[src/design/utf8dec_pkg.sv]
// shared types and constants for the utf-8 to ucs-2 stream decoder
package utf8dec_pkg;

    // result status codes
    localparam logic [1:0] ST_CHAR     = 2'd0;
    localparam logic [1:0] ST_END      = 2'd1;
    localparam logic [1:0] ST_REJECT   = 2'd2;
    localparam logic [1:0] ST_OVERFLOW = 2'd3;

    // byte class limits
    localparam logic [7:0] B_ASCII_LIM = 8'h80;
    localparam logic [7:0] B_LEAD2_MIN = 8'hC2;
    localparam logic [7:0] B_LEAD3_MIN = 8'hE0;
    localparam logic [7:0] B_LEAD4_MIN = 8'hF0;
    localparam logic [7:0] B_E0_SECOND = 8'hA0;
    localparam logic [7:0] B_CONT_XOR  = 8'h80;
    localparam logic [7:0] B_CONT_LIM  = 8'h40;

    localparam logic [15:0] CAP_RESET  = 16'd1024;

    // queue between front and back
    localparam int FIFO_DEPTH = 4;
    localparam int FIFO_AW    = $clog2(FIFO_DEPTH);
    localparam int FIFO_CW    = $clog2(FIFO_DEPTH + 1);

    // what the back end must emit for one queued entry
    typedef enum logic [1:0] {
        K_CHAR     = 2'd0,
        K_CHAR_END = 2'd1,
        K_CHAR_OVF = 2'd2,
        K_REJECT   = 2'd3
    } t_kind;

    typedef struct packed {
        t_kind       kind;
        logic [15:0] code;
        logic [15:0] count;
    } t_entry;

endpackage

[src/design/utf8dec_front.sv]
// front end: byte acceptance, utf-8 sequence tracking and classification
module utf8dec_front (
    input  logic                   i_clk,
    input  logic                   i_rst_n,
    input  logic                   i_accept,
    input  logic [7:0]             i_byte_value,
    input  logic                   i_last_byte,
    input  logic                   i_cfg_we,
    input  logic [15:0]            i_cfg_data,
    output logic                   o_push,
    output utf8dec_pkg::t_entry    o_entry
);
    import utf8dec_pkg::*;

    logic [15:0] r_capacity;
    logic [15:0] r_partial, n_partial;
    logic [1:0]  r_pending, n_pending;
    logic        r_need_high, n_need_high;
    logic [15:0] r_units, n_units;
    logic        r_skip, n_skip;

    logic        push_req;
    t_entry      entry;
    logic        done;
    logic        reject;
    logic [15:0] code;
    logic [7:0]  b_cont;
    logic [16:0] cnt;
    logic [15:0] shown;

    // capacity register
    always_ff @(posedge i_clk) begin
        if (!i_rst_n) begin
            r_capacity <= CAP_RESET;
        end else if (i_cfg_we) begin
            r_capacity <= i_cfg_data;
        end
    end

    // decode step for the offered byte
    always_comb begin
        n_partial   = r_partial;
        n_pending   = r_pending;
        n_need_high = r_need_high;
        n_units     = r_units;
        n_skip      = r_skip;
        push_req    = 1'b0;
        entry       = '0;
        done        = 1'b0;
        reject      = 1'b0;
        code        = '0;
        b_cont      = i_byte_value ^ B_CONT_XOR;
        cnt         = {1'b0, r_units} + 17'd1;
        shown       = cnt[16] ? 16'hFFFF : cnt[15:0];

        if (r_skip) begin
            // dropping bytes until the string ends
            if (i_last_byte) begin
                n_partial   = '0;
                n_pending   = '0;
                n_need_high = 1'b0;
                n_units     = '0;
                n_skip      = 1'b0;
            end
        end else begin
            if (r_pending == 2'd0) begin
                // lead byte
                if (i_byte_value < B_ASCII_LIM) begin
                    code = {8'h00, i_byte_value};
                    done = 1'b1;
                end else if (i_byte_value < B_LEAD2_MIN || i_byte_value >= B_LEAD4_MIN) begin
                    reject = 1'b1;
                end else if (i_byte_value < B_LEAD3_MIN) begin
                    n_partial   = {5'b0, i_byte_value[4:0], 6'b0};
                    n_pending   = 2'd1;
                    n_need_high = 1'b0;
                end else begin
                    n_partial   = {i_byte_value[3:0], 12'b0};
                    n_pending   = 2'd2;
                    n_need_high = (i_byte_value == B_LEAD3_MIN);
                end
            end else begin
                // continuation byte
                if (b_cont >= B_CONT_LIM || (r_need_high && i_byte_value < B_E0_SECOND)) begin
                    reject = 1'b1;
                end else if (r_pending >= 2'd2) begin
                    n_partial   = r_partial | {4'b0, b_cont[5:0], 6'b0};
                    n_pending   = 2'd1;
                    n_need_high = 1'b0;
                end else begin
                    code        = r_partial | {10'b0, b_cont[5:0]};
                    n_partial   = '0;
                    n_pending   = 2'd0;
                    n_need_high = 1'b0;
                    done        = 1'b1;
                end
            end

            // string cut short
            if (!done && !reject && i_last_byte) begin
                reject = 1'b1;
            end

            if (reject) begin
                push_req    = 1'b1;
                entry.kind  = K_REJECT;
                entry.code  = '0;
                entry.count = r_units;
                n_partial   = '0;
                n_pending   = '0;
                n_need_high = 1'b0;
                n_units     = '0;
                n_skip      = !i_last_byte;
            end else if (done) begin
                push_req    = 1'b1;
                entry.code  = code;
                entry.count = shown;
                if (cnt > {1'b0, r_capacity}) begin
                    entry.kind  = K_CHAR_OVF;
                    n_partial   = '0;
                    n_pending   = '0;
                    n_need_high = 1'b0;
                    n_units     = '0;
                    n_skip      = !i_last_byte;
                end else if (i_last_byte) begin
                    entry.kind  = K_CHAR_END;
                    n_partial   = '0;
                    n_pending   = '0;
                    n_need_high = 1'b0;
                    n_units     = '0;
                    n_skip      = 1'b0;
                end else begin
                    entry.kind  = K_CHAR;
                    n_units     = cnt[15:0];
                end
            end
        end
    end

    // decode state, advanced once per accepted byte
    always_ff @(posedge i_clk) begin
        if (!i_rst_n) begin
            r_partial   <= '0;
            r_pending   <= '0;
            r_need_high <= 1'b0;
            r_units     <= '0;
            r_skip      <= 1'b0;
        end else if (i_accept) begin
            r_partial   <= n_partial;
            r_pending   <= n_pending;
            r_need_high <= n_need_high;
            r_units     <= n_units;
            r_skip      <= n_skip;
        end
    end

    assign o_push  = i_accept && push_req;
    assign o_entry = entry;

endmodule

[src/design/utf8dec_fifo.sv]
// short queue of classified entries between front and back
module utf8dec_fifo (
    input  logic                   i_clk,
    input  logic                   i_rst_n,
    input  logic                   i_push,
    input  utf8dec_pkg::t_entry    i_entry,
    input  logic                   i_pop,
    output utf8dec_pkg::t_entry    o_entry,
    output logic                   o_empty,
    output logic                   o_full
);
    import utf8dec_pkg::*;

    t_entry               r_mem [FIFO_DEPTH];
    logic [FIFO_AW-1:0]   r_wr_ptr;
    logic [FIFO_AW-1:0]   r_rd_ptr;
    logic [FIFO_CW-1:0]   r_count;

    // entry storage
    always_ff @(posedge i_clk) begin
        if (i_push) begin
            r_mem[r_wr_ptr] <= i_entry;
        end
    end

    // pointers and fill level
    always_ff @(posedge i_clk) begin
        if (!i_rst_n) begin
            r_wr_ptr <= '0;
            r_rd_ptr <= '0;
            r_count  <= '0;
        end else begin
            if (i_push) begin
                r_wr_ptr <= r_wr_ptr + 1'b1;
            end
            if (i_pop) begin
                r_rd_ptr <= r_rd_ptr + 1'b1;
            end
            if (i_push && !i_pop) begin
                r_count <= r_count + 1'b1;
            end else if (i_pop && !i_push) begin
                r_count <= r_count - 1'b1;
            end
        end
    end

    assign o_entry = r_mem[r_rd_ptr];
    assign o_empty = (r_count == '0);
    assign o_full  = (r_count == FIFO_CW'(FIFO_DEPTH));

endmodule

[src/design/utf8dec_back.sv]
// back end: expands queued entries into result transactions
module utf8dec_back (
    input  logic                   i_clk,
    input  logic                   i_rst_n,
    input  utf8dec_pkg::t_entry    i_entry,
    input  logic                   i_empty,
    output logic                   o_pop,
    input  logic                   i_out_stall,
    output logic                   o_out_valid,
    output logic [15:0]            o_code_unit,
    output logic [1:0]             o_status,
    output logic [15:0]            o_unit_count,
    output logic                   o_run_end
);
    import utf8dec_pkg::*;

    logic        r_valid;
    logic [15:0] r_code;
    logic [1:0]  r_status;
    logic [15:0] r_count;
    logic        r_run_end;

    // pending second result of a two-result entry
    logic        r_second;
    logic [1:0]  r_sec_status;
    logic [15:0] r_sec_count;

    logic        load;

    assign load  = !r_valid || !i_out_stall;
    assign o_pop = load && !r_second && !i_empty;

    // control: output valid and second-result flag
    always_ff @(posedge i_clk) begin
        if (!i_rst_n) begin
            r_valid  <= 1'b0;
            r_second <= 1'b0;
        end else if (load) begin
            if (r_second) begin
                r_valid  <= 1'b1;
                r_second <= 1'b0;
            end else if (!i_empty) begin
                r_valid  <= 1'b1;
                r_second <= (i_entry.kind == K_CHAR_END) || (i_entry.kind == K_CHAR_OVF);
            end else begin
                r_valid  <= 1'b0;
            end
        end
    end

    // output payload
    always_ff @(posedge i_clk) begin
        if (load) begin
            if (r_second) begin
                r_code    <= '0;
                r_status  <= r_sec_status;
                r_count   <= r_sec_count;
                r_run_end <= 1'b1;
            end else if (!i_empty) begin
                r_code      <= i_entry.code;
                r_count     <= i_entry.count;
                r_sec_count <= i_entry.count;
                case (i_entry.kind)
                    K_CHAR: begin
                        r_status     <= ST_CHAR;
                        r_run_end    <= 1'b0;
                        r_sec_status <= ST_END;
                    end
                    K_CHAR_END: begin
                        r_status     <= ST_CHAR;
                        r_run_end    <= 1'b0;
                        r_sec_status <= ST_END;
                    end
                    K_CHAR_OVF: begin
                        r_status     <= ST_CHAR;
                        r_run_end    <= 1'b0;
                        r_sec_status <= ST_OVERFLOW;
                    end
                    K_REJECT: begin
                        r_status     <= ST_REJECT;
                        r_run_end    <= 1'b1;
                        r_sec_status <= ST_REJECT;
                    end
                    default: begin
                        r_status     <= ST_REJECT;
                        r_run_end    <= 1'b1;
                        r_sec_status <= ST_REJECT;
                    end
                endcase
            end
        end
    end

    assign o_out_valid  = r_valid;
    assign o_code_unit  = r_code;
    assign o_status     = r_status;
    assign o_unit_count = r_count;
    assign o_run_end    = r_run_end;

endmodule

[src/design/utf8_to_ucs2_stream_decoder_top.sv]
// top level of the utf-8 to ucs-2 stream decoder
//
// Input channel: one utf-8 byte per transaction (i_byte_value, with
// i_last_byte set on the final byte of a string), accepted when i_in_valid
// is high and o_in_stall is low. Output channel: one result per transaction
// (code unit, status, unit count, run end), taken when o_out_valid is high
// and i_out_stall is low. i_cfg_we writes i_cfg_data into the capacity
// register (reset value 1024).
// Throughput: one byte per cycle while o_in_stall is low. A byte that
// completes a character at the end of a string, or passes the capacity,
// gives two results, which leave the output register one after the other;
// a four-entry queue between the decoder and the output stage absorbs this.
// A byte's queue entry is written when the byte is accepted; the output
// register is loaded from the queue head afterwards, once it is free.
// Reset clears the decode state, the queue and the output valid.
// While the receiver stalls, the output holds; the decoder keeps taking
// bytes until the queue is full, then raises o_in_stall.
module utf8_to_ucs2_stream_decoder_top (
    input  logic        i_clk,
    input  logic        i_rst_n,
    input  logic        i_in_valid,
    output logic        o_in_stall,
    input  logic [7:0]  i_byte_value,
    input  logic        i_last_byte,
    input  logic        i_cfg_we,
    input  logic [15:0] i_cfg_data,
    output logic        o_out_valid,
    input  logic        i_out_stall,
    output logic [15:0] o_code_unit,
    output logic [1:0]  o_status,
    output logic [15:0] o_unit_count,
    output logic        o_run_end
);
    import utf8dec_pkg::*;

    logic   accept;
    logic   push;
    logic   pop;
    logic   empty;
    logic   full;
    t_entry push_entry;
    t_entry head_entry;

    assign o_in_stall = full;
    assign accept     = i_in_valid && !full;

    // byte decode and classification
    utf8dec_front u_front (
        .i_clk        (i_clk),
        .i_rst_n      (i_rst_n),
        .i_accept     (accept),
        .i_byte_value (i_byte_value),
        .i_last_byte  (i_last_byte),
        .i_cfg_we     (i_cfg_we),
        .i_cfg_data   (i_cfg_data),
        .o_push       (push),
        .o_entry      (push_entry)
    );

    // decoupling queue
    utf8dec_fifo u_fifo (
        .i_clk   (i_clk),
        .i_rst_n (i_rst_n),
        .i_push  (push),
        .i_entry (push_entry),
        .i_pop   (pop),
        .o_entry (head_entry),
        .o_empty (empty),
        .o_full  (full)
    );

    // result expansion and output register
    utf8dec_back u_back (
        .i_clk        (i_clk),
        .i_rst_n      (i_rst_n),
        .i_entry      (head_entry),
        .i_empty      (empty),
        .o_pop        (pop),
        .i_out_stall  (i_out_stall),
        .o_out_valid  (o_out_valid),
        .o_code_unit  (o_code_unit),
        .o_status     (o_status),
        .o_unit_count (o_unit_count),
        .o_run_end    (o_run_end)
    );

endmodule

[config.mk]
export PLATFORM = sky130hd
export DESIGN_NAME = utf8_to_ucs2_stream_decoder_top
export DESIGN_NICKNAME = d
export VERILOG_FILES = /design/src/design/utf8dec_pkg.sv /design/src/design/utf8dec_front.sv /design/src/design/utf8dec_fifo.sv /design/src/design/utf8dec_back.sv /design/src/design/utf8_to_ucs2_stream_decoder_top.sv
export SDC_FILE = /design/constraint.sdc
export NUM_CORES = 1
export LEC_CHECK = 0
export BUFFER_PORTS_ARGS = -buffer_cell sky130_fd_sc_hd__buf_2
export CORE_MARGIN = 2
export CORE_UTILIZATION = 35
export CTS_BUF_LIST = sky130_fd_sc_hd__clkbuf_8
export DETAILED_ROUTE_END_ITERATION = 12
export PLACE_DENSITY = 0.6
export SETUP_SLACK_MARGIN = 0.2
export SYNTH_ARGS = -nofsm -noshare
export SYNTH_HDL_FRONTEND = slang
export SYNTH_HIERARCHICAL = 1
export SYNTH_SLANG_ARGS = --single-unit
[constraint.sdc]
create_clock -name i_clk -period 3.6 [get_ports i_clk]
set_input_delay 0.72 -clock i_clk [delete_from_list [all_inputs] [get_ports i_clk]]
set_output_delay 0.72 -clock i_clk [all_outputs]
set_load 0.01 [all_outputs]
; ---- Word level (Yosys, flattened, before mapping)
; Memory sizes are Yosys's and may differ from the RTL's. A register that Yosys moved wholly into a read port is not among the register bits.
; Index checks and enable logic that the tools add are counted.
[word_totals]
reg_bits = 114
mem_bits_rw = 136
inputBits = 30
out_inout_bits = 37
wordCells = 166
mem_count = 1
[classes]
addsub = 5
order_cmp = 8
eq_ne = 7
mux = 89
bitwise_logic = 5
reduce_logical = 34
[mem_list]
columns = memory, words, width, read_ports, rd_ports_with_merged_regs, write_ports, line
row1 = u_fifo.r_mem, 4, 34, 1, 1, 1, utf8dec_fifo.sv:14  ; t_entry r_mem [FIFO_DEPTH];
[op_table]
columns = op, n
row1 = two-way mux 16 bit, 24
row2 = two-way mux 34 bit, 3
row3 = two-way mux 1 bit, 40
row4 = < comparator 8 bit (second input constant), 4
row5 = two-way mux 2 bit, 16
row6 = adder 16 x 1 -> 17 bit (second input constant), 1
row7 = greater-than comparator 17 x 16 -> 1 bit, 1
row8 = bitwise OR 16 x 12 -> 16 bit, 1
row9 = bitwise OR 16 x 6 -> 16 bit, 1
row10 = logical NOT 1 bit, 10
row11 = logical AND 1 bit, 9
row12 = equality test 8 bit (second input constant), 1
row13 = >= comparator 8 x 7 -> 1 bit (second input constant), 1
row14 = >= comparator 8 bit (second input constant), 1
row15 = two-way mux 8 bit, 1
row16 = two-way mux 3 bit, 2
row17 = case mux 2 bit (3 select lines), 1
row18 = AND reduction 3 bit, 2
row19 = adder 2 x 1 -> 2 bit (second input constant), 2
row20 = equality test 2 bit (second input constant), 2
row21 = logical NOT 2 bit, 2
row22 = logical OR 1 bit, 4
row23 = inequality test 2 bit (second input constant), 2
row24 = case mux 2 bit (2 select lines), 1
row25 = 13 further kinds, 16

; ---- Logic depth before layout (Yosys ltp)
; Gate-level depths: netlist of the first run.
[depth]
depth_word = 18
mapped_depth = 15
ltp_nobuf = 14

; ---- Hierarchy
; Netlist of the first run, hierarchy kept.
[by_module_without_submodules]
columns = mod, instances, cells_per_inst, area_each_um2, seq_area_each_um2
row1 = utf8dec_fifo, 1, 221, 5400.2, 4264.1
row2 = utf8dec_front, 1, 445, 3542.1, 1041.0
row3 = utf8dec_back, 1, 109, 2093.3, 1631.6
row4 = utf8_to_ucs2_stream_decoder_top, 1, 1, 13.8, 0.0

; ---- Worst setup path after synthesis of the first run
; Ideal clock, no wire load.
[synth_path]
path_kind = in2reg
startpoint = input port i_byte_value[4]
endpoint = memory u_fifo/r_mem[0][0] (netlist bit), enable pin
setup_ns = 0.394
arrival_time_ns = 3.466
required_time_ns = 3.206
slack_ns = -0.260
stages = 9
path_buffers = 3
path_cell_list = buf_6 -> or4_4 -> o2111ai_1 -> a21oi_1 -> or2_1 -> buf_2 -> buf_6 -> nor2_1 -> and2_1
[synth_via]
elab_chain_len = 16
elab_cells_between_ends = 29
classes_between = 5 x order compare / 16 x mux / 8 x reduce/logical
[synth_rtl]
columns = item, line
row1 = start: declaration, utf8_to_ucs2_stream_decoder_top.sv:23  ; input logic [7:0] i_byte_value,
row2 = "< comparator 8 bit, or another cell as far along", utf8dec_front.sv:71  ; end else if (i_byte_value < B_LEAD2_MIN || i_byte_value >= B_LEAD4_MIN) begin
row3 = logical OR 1 bit / logical AND 1 bit (equally long branches), "utf8dec_front.sv:71, utf8dec_front.sv:84"
row4 = two-way mux 1 bit / logical OR 1 bit (equally long branches), "utf8dec_front.sv:71, utf8dec_front.sv:84"
row5 = two-way mux 1 bit (on tied branches), "utf8dec_front.sv:68, utf8dec_front.sv:84"
row6 = two-way mux 1 bit, utf8dec_front.sv:66  ; if (r_pending == 2'd0) begin
row7 = two-way mux 1 bit, utf8dec_front.sv:56  ; if (r_skip) begin
row8 = logical NOT 1 bit, utf8dec_front.sv:100  ; if (!done && !reject && i_last_byte) begin
row9 = logical AND 1 bit (2 in series), utf8dec_front.sv:100
row10 = two-way mux 1 bit, utf8dec_front.sv:100
row11 = two-way mux 1 bit, utf8dec_front.sv:56
row12 = two-way mux 1 bit (*), utf8dec_front.sv:104  ; if (reject) begin
row13 = two-way mux 1 bit (*), utf8dec_front.sv:56
row14 = logical AND 1 bit (*), utf8dec_front.sv:157  ; assign o_push = i_accept && push_req;
row15 = via push, utf8_to_ucs2_stream_decoder_top.sv:37  ; logic push;
row16 = two-way mux 1 bit (*), utf8dec_fifo.sv:21  ; if (i_push) begin
row17 = two-way mux 1 bit (implied by the code) (*), utf8dec_fifo.sv:22  ; r_mem[r_wr_ptr] <= i_entry;
row18 = end: declaration, utf8dec_fifo.sv:14
; Mark *: on every way through the listed nets, which the timed path passes. The rest lies on a longest branch. The select of a mux whose other input is x is not followed.

==> results of run 1 <==
-- sequential cells by signal, summed over array words and instances (netlist names), named ones only --
name	cells
u_fifo/r_mem	136
u_back/o_code_unit	16
u_back/o_unit_count	16
u_back/r_sec_count	16
u_front/r_capacity	16
u_front/r_partial	16
u_front/r_units	16
u_fifo/r_count	3
u_back/o_status	2
u_back/r_sec_status	2
u_fifo/r_rd_ptr	2
u_fifo/r_wr_ptr	2
u_front/r_pending	2
u_back/o_out_valid	1
u_back/o_run_end	1
u_back/r_second	1
u_front/r_need_high	1
u_front/r_skip	1
-- worst reg2reg max path, stage by stage (launching register included) --
cell      delay [ps]
dfxtp_1          340
buf_4            180
nand4_1          150
nor3_2           210
and3_1           230
and3_1           210
xor2_2           170
ha_1             260
o21ai_0          180
nand2b_1          80
a31o_2           250
a211o_4          300
nand2_4          120
buf_12           150
a21oi_1          110
-- layout by cell type, fill, tap and decap left out, types with 4 or more instances in the layout --
master	Yosys	routed
a21boi_0	6	5
a21oi_1	24	21
a22o_1	5	5
a311oi_1	7	7
a31oi_1	7	7
a32oi_1	9	9
and2_1	19	15
and2_2	0	4
and3_1	18	18
buf_12	3	6
buf_2	13	66
buf_4	1	34
clkbuf_8	0	48
clkinv_1	0	7
clkinv_2	0	8
dfxtp_1	63	57
dfxtp_2	0	6
edfxtp_1	189	189
ha_1	25	23
inv_1	28	40
mux2_2	17	17
mux2i_1	20	20
mux4_1	4	4
mux4_2	30	30
nand2_1	35	34
nand3_1	14	11
nand4_1	9	9
nor2_1	29	26
nor2b_1	49	49
nor3_1	25	23
nor4_1	5	5
o211ai_1	7	7
o21ai_0	7	6
or2_2	7	6
xnor2_1	11	11
-- where the power goes --
| group | switching (µW) | internal (µW) | total [µW] |
|---|---|---|---|
| registers | 162 | 3870 | 4030 |
| logic | 1090 | 888 | 1980 |
| clock network | 1110 | 1300 | 2410 |
-- cells by family (layout without fill, tap and decap cells) --
| kind of cell | Yosys count | count (layout) |
|---|---|---|
| AOI/OAI and AO/OA | 108 | 108 |
| xor gates and xnor gates | 16 | 16 |
| adders and majority gates | 26 | 26 |
| buffers and inverters | 75 | 214 |
| DFF | 252 | 252 |
| muxes | 71 | 71 |
| other | 0 | 1 |
| and+or+nand+nor | 228 | 228 |
-- timing repair --
| action | CTS | global route |
|---|---|---|
| cloned | 0 | 1 |
| gates resized for setup | 2 | 20 |
| setup buffers | 1 | 1 |
| pin swaps | 1 | 4 |
| hold buffers | 0 | 0 |
| endpoints found under the setup margin | 18 | 43 |
-- layer usage --
metal / global-route usage, % / up-vias / share of wire [%]
met5: 0 / - / 0
met2: 21.6 / 175 / 46
met4: 4.49 / 0 / 2.3
li1: - / 3192 / -
met3: 3.01 / 46 / 5.0
met1: 19.3 / 3193 / 47
-- through the flow --
stage | total power (µW) | instance area [µm²] | hold slack (ps) | setup slack, ps | std cells
global placement | 6080 | 12000 | 443 | 241 | 1235
global route | 8910 | 13000 | 418 | 182 | 1317
detailed placement | 6130 | 12000 | 444 | 159 | 1235
CTS | 8580 | 12900 | 387 | 194 | 1315
finish | 8430 | 13000 | 425 | 341 | 1318
floorplan | 5500 | 11100 | 430 | 192 | 776
-- cells in the mapped netlist, drive strengths merged, types with 14 or more instances --
cell type	n
nand2	35
ha	25
mux2i	20
nand3	14
a21oi	24
dfxtp	63
and2	20
nor3	26
edfxtp	189
nor2b	50
buf	23
clkbuf	24
and3	18
inv	28
mux4	34
mux2	17
nor2	30
-- how the worst min path moves through the flow --
stage,depth (start not counted),from,end
global route,3,i_cfg_data[13],u_front/r_capacity[13]
CTS,3,i_cfg_data[10],u_front/r_capacity[10]
detailed placement,1,u_front/r_partial[3],u_front/r_partial[3]
global placement,1,u_front/r_partial[5],u_front/r_partial[5]
floorplan,1,u_front/r_partial[0],u_front/r_partial[0]
finish,3,i_cfg_data[10],u_front/r_capacity[10]
-- cell type report --
type                       count  area (µm²)
antenna                        1        2.50
clock buffer                  48         661
clock inverter                31         161
fill                        2892       18300
inverter                      28         105
multi-input combinational    449        3860
sequential                   252        6940
tap                          402         503
timing repair buffer         107         731
==> impl_metrics.csv, run 1 <==
group,metric,value,unit
setup_path,crit_top_cell,"and3_1",
yosys,avgSynthCellArea,14.2,µm²
finish,nets,937,
setup_path,rrSetupSlack,340,ps
yosys,syn_nets,832,
clock_tree,numClockSinks,252,
setup_path,endpoint,"u_fifo/r_mem[1][33]",
pwr,p_leak,0.00471,µW
floorplanning,fp.dieH,182,µm
sta,fin_crit,3260,ps
yosys,ys_types,69,
yosys,netlist_area,11000,µm²
sta,relSlewSlack,41.3,%
floorplanning,ios,67,
setup_path,slowest_stage,"dfxtp_1",
setup_path,worstPathCellList,"buf_4 > nand4_1 > nor3_2 > and3_1 > and3_1 > xor2_2 > ha_1 > o21ai_0 > nand2b_1 > a31o_2 > a211o_4 > nand2_4 > buf_12 > a21oi_1",
yosys,synth_fa_ha_area_share,3.01,%
setup_path,r2r_end,"u_fifo/r_mem[1][33]",
setup_path,crit_path_end_kind,"flop",
pwr,max-vdd-ir-drop,0.269,mV
setup_path,worstSetupPathType,"reg2reg",
worst_hold_path,min_path_type,"in2reg",
floorplanning,die_x,182,µm
setup_path,r2r_start,"u_front/r_units[0]",
yosys,synthFlopType,"edfxtp_1",
sta,rsz0062_at_grt,"yes",
route,drt_wl_total,22800,µm
floorplanning,initial_utilization,35.3,%
clock_tree,cts_root_buf,"clkbuf_8",
outcome,run_status,"finished clean",
yosys,synth-xor-area-share,1.27,%
sta,period_share,90.5,%
global_routing,grt_pass1_wl,36600,µm
pwr,power.density,650,nW/µm²
route,vias,6606,
sta,drv_slew,0,
route,drt_iter0_drc,548,
yosys,synth_seq_cells,252,
sta,clock.fmax,307,MHz
sta,finalSetupViolCount,0,
place,io_buffers,66,
floorplanning,row_count,65,
global_routing,grt_pass1_vias,6666,
setup_path,cp.buffers_inverters,2,
yosys,ys_warn_count,6,
floorplanning,core,31300,µm²
sta,fin_setup_tns,0,ps
yosys,synth_edf_count,189,
setup_path,worstPathMaxFanout,11,
clock_tree,htreeDepth,2,
setup_path,ff2ff_path_depth,14,
route,firstDrtPassIters,5,
setup_path,crit_start,"u_front/r_units[0]",
place,post-dp-hpwl,14900,µm
clock_tree,numCtsBuffers,43,
sta,finalClockSkew,19.0,ps
setup_path,path_depth,14,
yosys,ys_seq_area_share,62.8,%
setup_path,critPathMaxStageDelay,340,ps
finish,drive_gt1_share,28.7,%
place,routabilityCongestion,0.819,
global_routing,grt_antenna_before_repair,1,
yosys,postSynthCellCount,776,
global_routing,grt_util_all_layers,13.8,%
finish,layout-area-overhead-vs-synth,17.4,%
yosys,synthTopCellsByArea,"edfxtp_1 51%, dfxtp_1 11%, mux4_2 6.1%",
clock_tree,clkSlewWorstSetupHoldPaths,60,ps
flow_run,drv_cap,0,
yosys,async_reset_ff_share,0,%
global_routing,grt_max_degree,50,
setup_path,cp.required,3820,ps
route,ant_nets,0,
yosys,synth_top_family_by_area,"simple AND/OR/NAND/NOR gates",
finish,finish.utilization,41.4,%
global_routing,gr-total-overflow,0,
yosys,synth_top_area_share,51.4,%
clock_tree,clock_latency,540,ps
yosys,yosysTopAreaCell,"edfxtp_1",
setup_path,crit_family,"simple AND/OR/NAND/NOR gates",
route,avgViaCountPerCell,5.01,
yosys,muxShareOfSynthArea,10.6,%
sta,tightest_slew,871,ps
route,drc,0,
yosys,synth-compound-area-share,7.44,%
route,routedWlPerCell,17.3,µm
yosys,synthSimpleGateAreaFrac,11.3,%
sta,report.final.hold_viol_count,0,
clock_tree,clock_path_buffers,3,
setup_path,setup.worst_path.start_class,"flop",
floorplanning,dieArea,33000,µm²
setup_path,cp.arrival,3480,ps
clock_tree,cts_tree,"built",
(Power assumes the default switching activity.)
==> run 2: changes to the inputs <==
RECOVER_POWER = 100   (was default)
==> impl_metrics.csv, run 2 (synthesis results as in run 1) <==
group,metric,value,unit
clock_tree,hold_buffers,0,
setup_path,crit_top_cell,"and3_1",
clock_tree,clock_latency,540,ps
sta,report.final.hold_viol_count,0,
clock_tree,clkSlewWorstSetupHoldPaths,60,ps
sta,clock.fmax,301,MHz
pwr,max-vdd-ir-drop,0.244,mV
global_routing,grt_pass1_wl,36600,µm
setup_path,setup.worst_path.start_class,"flop",
setup_path,crit_path_end_kind,"flop",
global_routing,grt_pass1_vias,6666,
clock_tree,numClockSinks,252,
finish,multi_input_area,3800,µm²
outcome,violations,"max-capacitance violations, max-slew violations",
floorplanning,ios,67,
setup_path,worstPathCellList,"buf_4 > nand4_1 > nor3_2 > and3_1 > and3_1 > xor2_2 > ha_1 > o21ai_0 > nand2b_1 > a31o_2 > a211o_4 > nand2_4 > buf_12 > nand3_1 > o211ai_1",
sta,rsz0062_at_grt,"yes",
pwr,power.density,652,nW/µm²
flow_run,drv_cap,2,
finish,nets,937,
floorplanning,fp.dieH,182,µm
clock_tree,cts_root_buf,"clkbuf_8",
worst_hold_path,min_path_type,"in2reg",
route,vias,6626,
global_routing,grt_antenna_before_repair,1,
clock_tree,htreeDepth,2,
route,ant_nets,0,
floorplanning,initial_utilization,35.3,%
finish,largest-register,"u_fifo/r_mem",
clock_tree,clock_path_buffers,3,
route,routedWlPerCell,17.4,µm
sta,tightest_slew,2030,ps
route,wl_met1,10800,µm
route,wl_met2,10400,µm
setup_path,cp.arrival,3770,ps
place,place_area,12000,µm²
finish,layout-area-overhead-vs-synth,15.9,%
sta,whs,426,ps
place,routabilityCongestion,0.819,
finish,drive_gt1_share,22.6,%
route,drt_iter0_drc,504,
floorplanning,row_count,65,
sta,finalClockSkew,19.1,ps
sta,period_share,92.3,%
pwr,p_leak,0.00455,µW
clock_tree,numCtsBuffers,43,
finish,num-fill-cells,2927,
setup_path,worstSetupPathType,"reg2reg",
setup_path,crit_start,"u_front/r_units[0]",
worst_hold_path,min_to,"u_front/r_capacity[10]",
global_routing,grt_util_all_layers,13.8,%
setup_path,worstPathMaxFanout,11,
setup_path,critPathMaxStageDelay,340,ps
place,io_buffers,66,
floorplanning,die_x,182,µm
route,wl_met3,1180,µm
floorplanning,dieArea,33000,µm²
route,avgViaCountPerCell,5.03,
setup_path,ff2ff_path_depth,15,
finish,design_area,12800,µm²
global_routing,grt_max_degree,50,
worst_hold_path,hold-path-cell-count,3,
setup_path,slowest_stage,"dfxtp_1",
setup_path,r2r_start,"u_front/r_units[0]",
finish,seq_area,6940,µm²
place,post-dp-hpwl,14900,µm
outcome,run_status,"finished, violations left",
route,top_layer,"met4",
setup_path,r2r_end,"u_front/r_units[8]",
pwr,total_power,8340,µW
setup_path,rrSetupSlack,280,ps
sta,fin_setup_tns,0,ps
route,drc,0,
route,firstDrtPassIters,6,
clock_tree,cts_tree,"built",
route,drt_wl_total,22900,µm
sta,fin_crit,3320,ps
global_routing,gr-total-overflow,0,
place,pre_cts_slack,159,ps
finish,final_common_cell,"edfxtp_1",
sta,finalSetupViolCount,0,
finish,largest_reg_flops,136,
sta,relSlewSlack,-35.3,%
sta,drv_slew,90,
floorplanning,core,31300,µm²
worst_hold_path,hp-start,"i_cfg_data[10]",
sta,setup_ws,275,ps
setup_path,cp.required,4050,ps
finish,final_cell_mix,"189 x edfxtp_1, 58 x dfxtp_1, 49 x nor2b_1",
[run 2: repair_timing]
item                       CTS  global route
pin swaps                    1             4
gates cloned                 0             1
resized for setup            2            20
buffers inserted             1             1
setup endpoints to repair   18            43
[run 2: how the worst max path moves through the flow]
stage          slack, ps                    to
6_report             280    u_front/r_units[8]
5_1_grt              100    u_front/r_units[5]
4_1_cts              190  u_front/r_partial[6]
3_5_place_dp         160  u_front/r_partial[6]
3_3_place_gp         240     u_fifo/r_count[2]
2_1_floorplan        190     u_fifo/r_count[2]
[run 2: metrics by stage]
step	cells	util [%]
2_1_floorplan	776	-
5_1_grt	1317	40.9
4_1_cts	1315	41.1
6_report	1318	40.9
3_3_place_gp	1235	38.4
3_5_place_dp	1235	38.4
[run 2: cell type report]
type / count / area share [%]
Inverter: 28 / 0.821
Multi-Input combinational cell: 449 / 29.7
Sequential cell: 252 / 54.2
Clock buffer: 48 / 5.16
Clock inverter: 31 / 1.26
Antenna cell: 1 / 0.0195
Tap cell: 402 / 3.93
Timing Repair Buffer: 107 / 4.87
[run 2: where the power goes]
group / total [µW] / internal, µW / switching (µW)
clock: 2410 / 1300 / 1110
combinational: 1880 / 791 / 1090
sequential: 4050 / 3880 / 170
[run 2: critical path, delay by kind of cell, from the launching register on]
family                     cells  cell delay, ps
AOI/OAI and AO/OA              4            1010
xor gates and xnor gates       1             170
adders and majority gates      1             260
buffers and inverters          2             330
DFF                            1             340
and+or+nand+nor                7            1110
[run 2: per-layer routing]
metal	vias to the layer above	track usage, %
met5	-	0
met3	45	3.01
met4	0	4.49
li1	3191	-
met1	3192	19.3
met2	198	21.6
==> run 3: changes to the inputs <==
ABC_CLOCK_PERIOD_IN_PS = 3600   (was default)
CTS_BUF_LIST = default   (was sky130_fd_sc_hd__clkbuf_8)
==> impl_metrics.csv, run 3 (synthesis results as in run 1) <==
group,metric,value,unit
setup_path,rrSetupSlack,300,ps
clock_tree,clkSlewWorstSetupHoldPaths,60,ps
setup_path,worstSetupPathType,"in2reg",
global_routing,gr-total-overflow,0,
worst_hold_path,min_path_type,"in2reg",
setup_path,worstPathCellList,"clkbuf_1 > or4_4 > o2111ai_1 > a21oi_1 > or2_0 > nor2_1 > clkbuf_1 > and2_2 > clkbuf_2",
global_routing,grt_util_all_layers,13.6,%
clock_tree,cts_root_buf,"clkbuf_16",
sta,rsz0062_at_grt,"yes",
setup_path,r2r_start,"u_front/r_units[2]",
setup_path,critPathMaxStageDelay,580,ps
route,avgViaCountPerCell,5.06,
sta,relSlewSlack,-35.1,%
finish,largest_reg_flops,136,
setup_path,setup.worst_path.start_class,"input port",
global_routing,grt_pass1_wl,36100,µm
floorplanning,die_x,182,µm
finish,layout-area-overhead-vs-synth,15.5,%
finish,drive_gt1_share,20.5,%
sta,tightest_slew,2030,ps
pwr,swShare,27.9,%
floorplanning,fp.dieH,182,µm
finish,largest-register,"u_fifo/r_mem",
global_routing,grt_max_degree,50,
outcome,run_status,"finished, violations left",
place,io_buffers,66,
route,routedWlPerCell,17.3,µm
sta,fin_crit,3310,ps
pwr,combPwrFrac,22.5,%
clock_tree,hold_buffers,0,
outcome,violations,"max-capacitance violations, max-slew violations",
sta,clock.fmax,302,MHz
setup_path,crit_path_end_kind,"flop",
route,ant_nets,0,
route,vias,6516,
setup_path,cp.required,3760,ps
setup_path,crit_top_cell,"clkbuf_1",
setup_path,cp.arrival,3470,ps
clock_tree,clock_path_buffers,3,
pwr,clockPowerShare,29.5,%
setup_path,r2r_end,"u_fifo/r_mem[1][33]",
worst_hold_path,hold-path-cell-count,3,
worst_hold_path,hp-start,"i_cfg_data[10]",
route,drt_iter0_drc,495,
pwr,power.density,660,nW/µm²
sta,finalClockSkew,19.0,ps
clock_tree,numClockSinks,252,
sta,report.final.hold_viol_count,0,
clock_tree,htreeDepth,1,
finish,final_cell_mix,"189 x edfxtp_1, 59 x dfxtp_1, 53 x clkbuf_1",
route,firstDrtPassIters,5,
clock_tree,clock_latency,530,ps
worst_hold_path,min_to,"u_front/r_capacity[10]",
floorplanning,core,31300,µm²
setup_path,slowest_stage,"or4_4",
setup_path,crit_start,"i_byte_value[2]",
flow_run,drv_cap,1,
floorplanning,initial_utilization,35.3,%
pwr,max-vdd-ir-drop,0.355,mV
place,routabilityCongestion,0.819,
pwr,p_switching,2350,µW
floorplanning,dieArea,33000,µm²
clock_tree,cts_tree,"built",
finish,nets,921,
pwr,p_leak,0.00446,µW
setup_path,ff2ff_path_depth,14,
floorplanning,row_count,65,
sta,drv_slew,40,
sta,period_share,92.0,%
sta,finalSetupViolCount,0,
clock_tree,numCtsBuffers,26,
setup_path,worstPathMaxFanout,17,
finish,final_common_cell,"edfxtp_1",
global_routing,grt_antenna_before_repair,1,
place,post-dp-hpwl,14900,µm
finish,num-fill-cells,2907,
sta,whs,438,ps
global_routing,grt_pass1_vias,6509,
pwr,p_seq_share,48.0,%
floorplanning,ios,67,
pwr,intPower,6070,µW
route,drt_wl_total,22300,µm
pwr,total_power,8420,µW
sta,fin_setup_tns,0,ps
route,drc,0,
## run 3: cell types whose count changed in the layout (fill, tap and decap cells not counted), sizes merged
| cell | previous run | this run |
|---|---|---|
| clkbuf | 101 | 84 |
| inv | 42 | 28 |
| clkinv | 15 | 16 |
## run 3: worst max-delay path by stage
| stage | endpoint | slack (ps) |
|---|---|---|
| final | u_fifo/r_mem[2][3] | 290 |
| after global routing | u_front/r_units[5] | 110 |
| after CTS | u_front/r_partial[6] | 220 |
| after detailed placement | u_front/r_partial[6] | 160 |
| after global placement | u_fifo/r_count[2] | 240 |
| after floorplan | u_fifo/r_count[2] | 190 |
## run 3: layout make-up
type / count / area [µm²] / share of cell area (%)
multi-input combinational: 449 / 3790 / 29.7
antenna: 1 / 2.50 / 0.0196
inverter: 28 / 105 / 0.824
timing repair buffer: 108 / 629 / 4.93
clock buffer: 30 / 666 / 5.22
clock inverter: 18 / 120 / 0.942
sequential: 252 / 6940 / 54.4
tap: 402 / 503 / 3.94
## run 3: power groups by stage
stage                     combinational, µW  sequential [µW]  clock [µW]
after floorplan                        1310             4190           0
after global placement                 2000             4080           0
after detailed placement               2030             4100           0
after CTS                              2040             4040        2550
after global routing                   2100             4100        2670
final                                  1900             4040        2480
## run 3: per-stage QoR
stage / util (%) / instances / setup WS, ps / instance area (µm²)
6_report: 40.7 / 1288 / 290 / 12800
4_1_cts: 40.9 / 1284 / 215 / 12800
3_3_place_gp: 38.4 / 1235 / 241 / 12000
5_1_grt: 40.7 / 1287 / 109 / 12800
2_1_floorplan: - / 776 / 192 / 11100
3_5_place_dp: 38.4 / 1235 / 159 / 12000
## run 3: routing by layer
| metal | track usage [%] | part of all wire [%] |
|---|---|---|
| met1 | 19.4 | 46 |
| met2 | 21.3 | 46 |
| met3 | 2.49 | 5.7 |
| met4 | 3.71 | 2.2 |
| met5 | 0 | 0 |
## run 3: repair_timing
item / CTS / global route
pin swaps: 1 / 3
gates cloned: 0 / 0
endpoints found under the setup margin: 18 / 43
setup buffers: 1 / 3
gates resized for setup: 1 / 17
## run 3: worst max-delay path, delay by kind of cell
kind | cells | cell delay (ps)
buf+inv | 3 | 840
compound gates | 2 | 640
simple gates | 4 | 1250
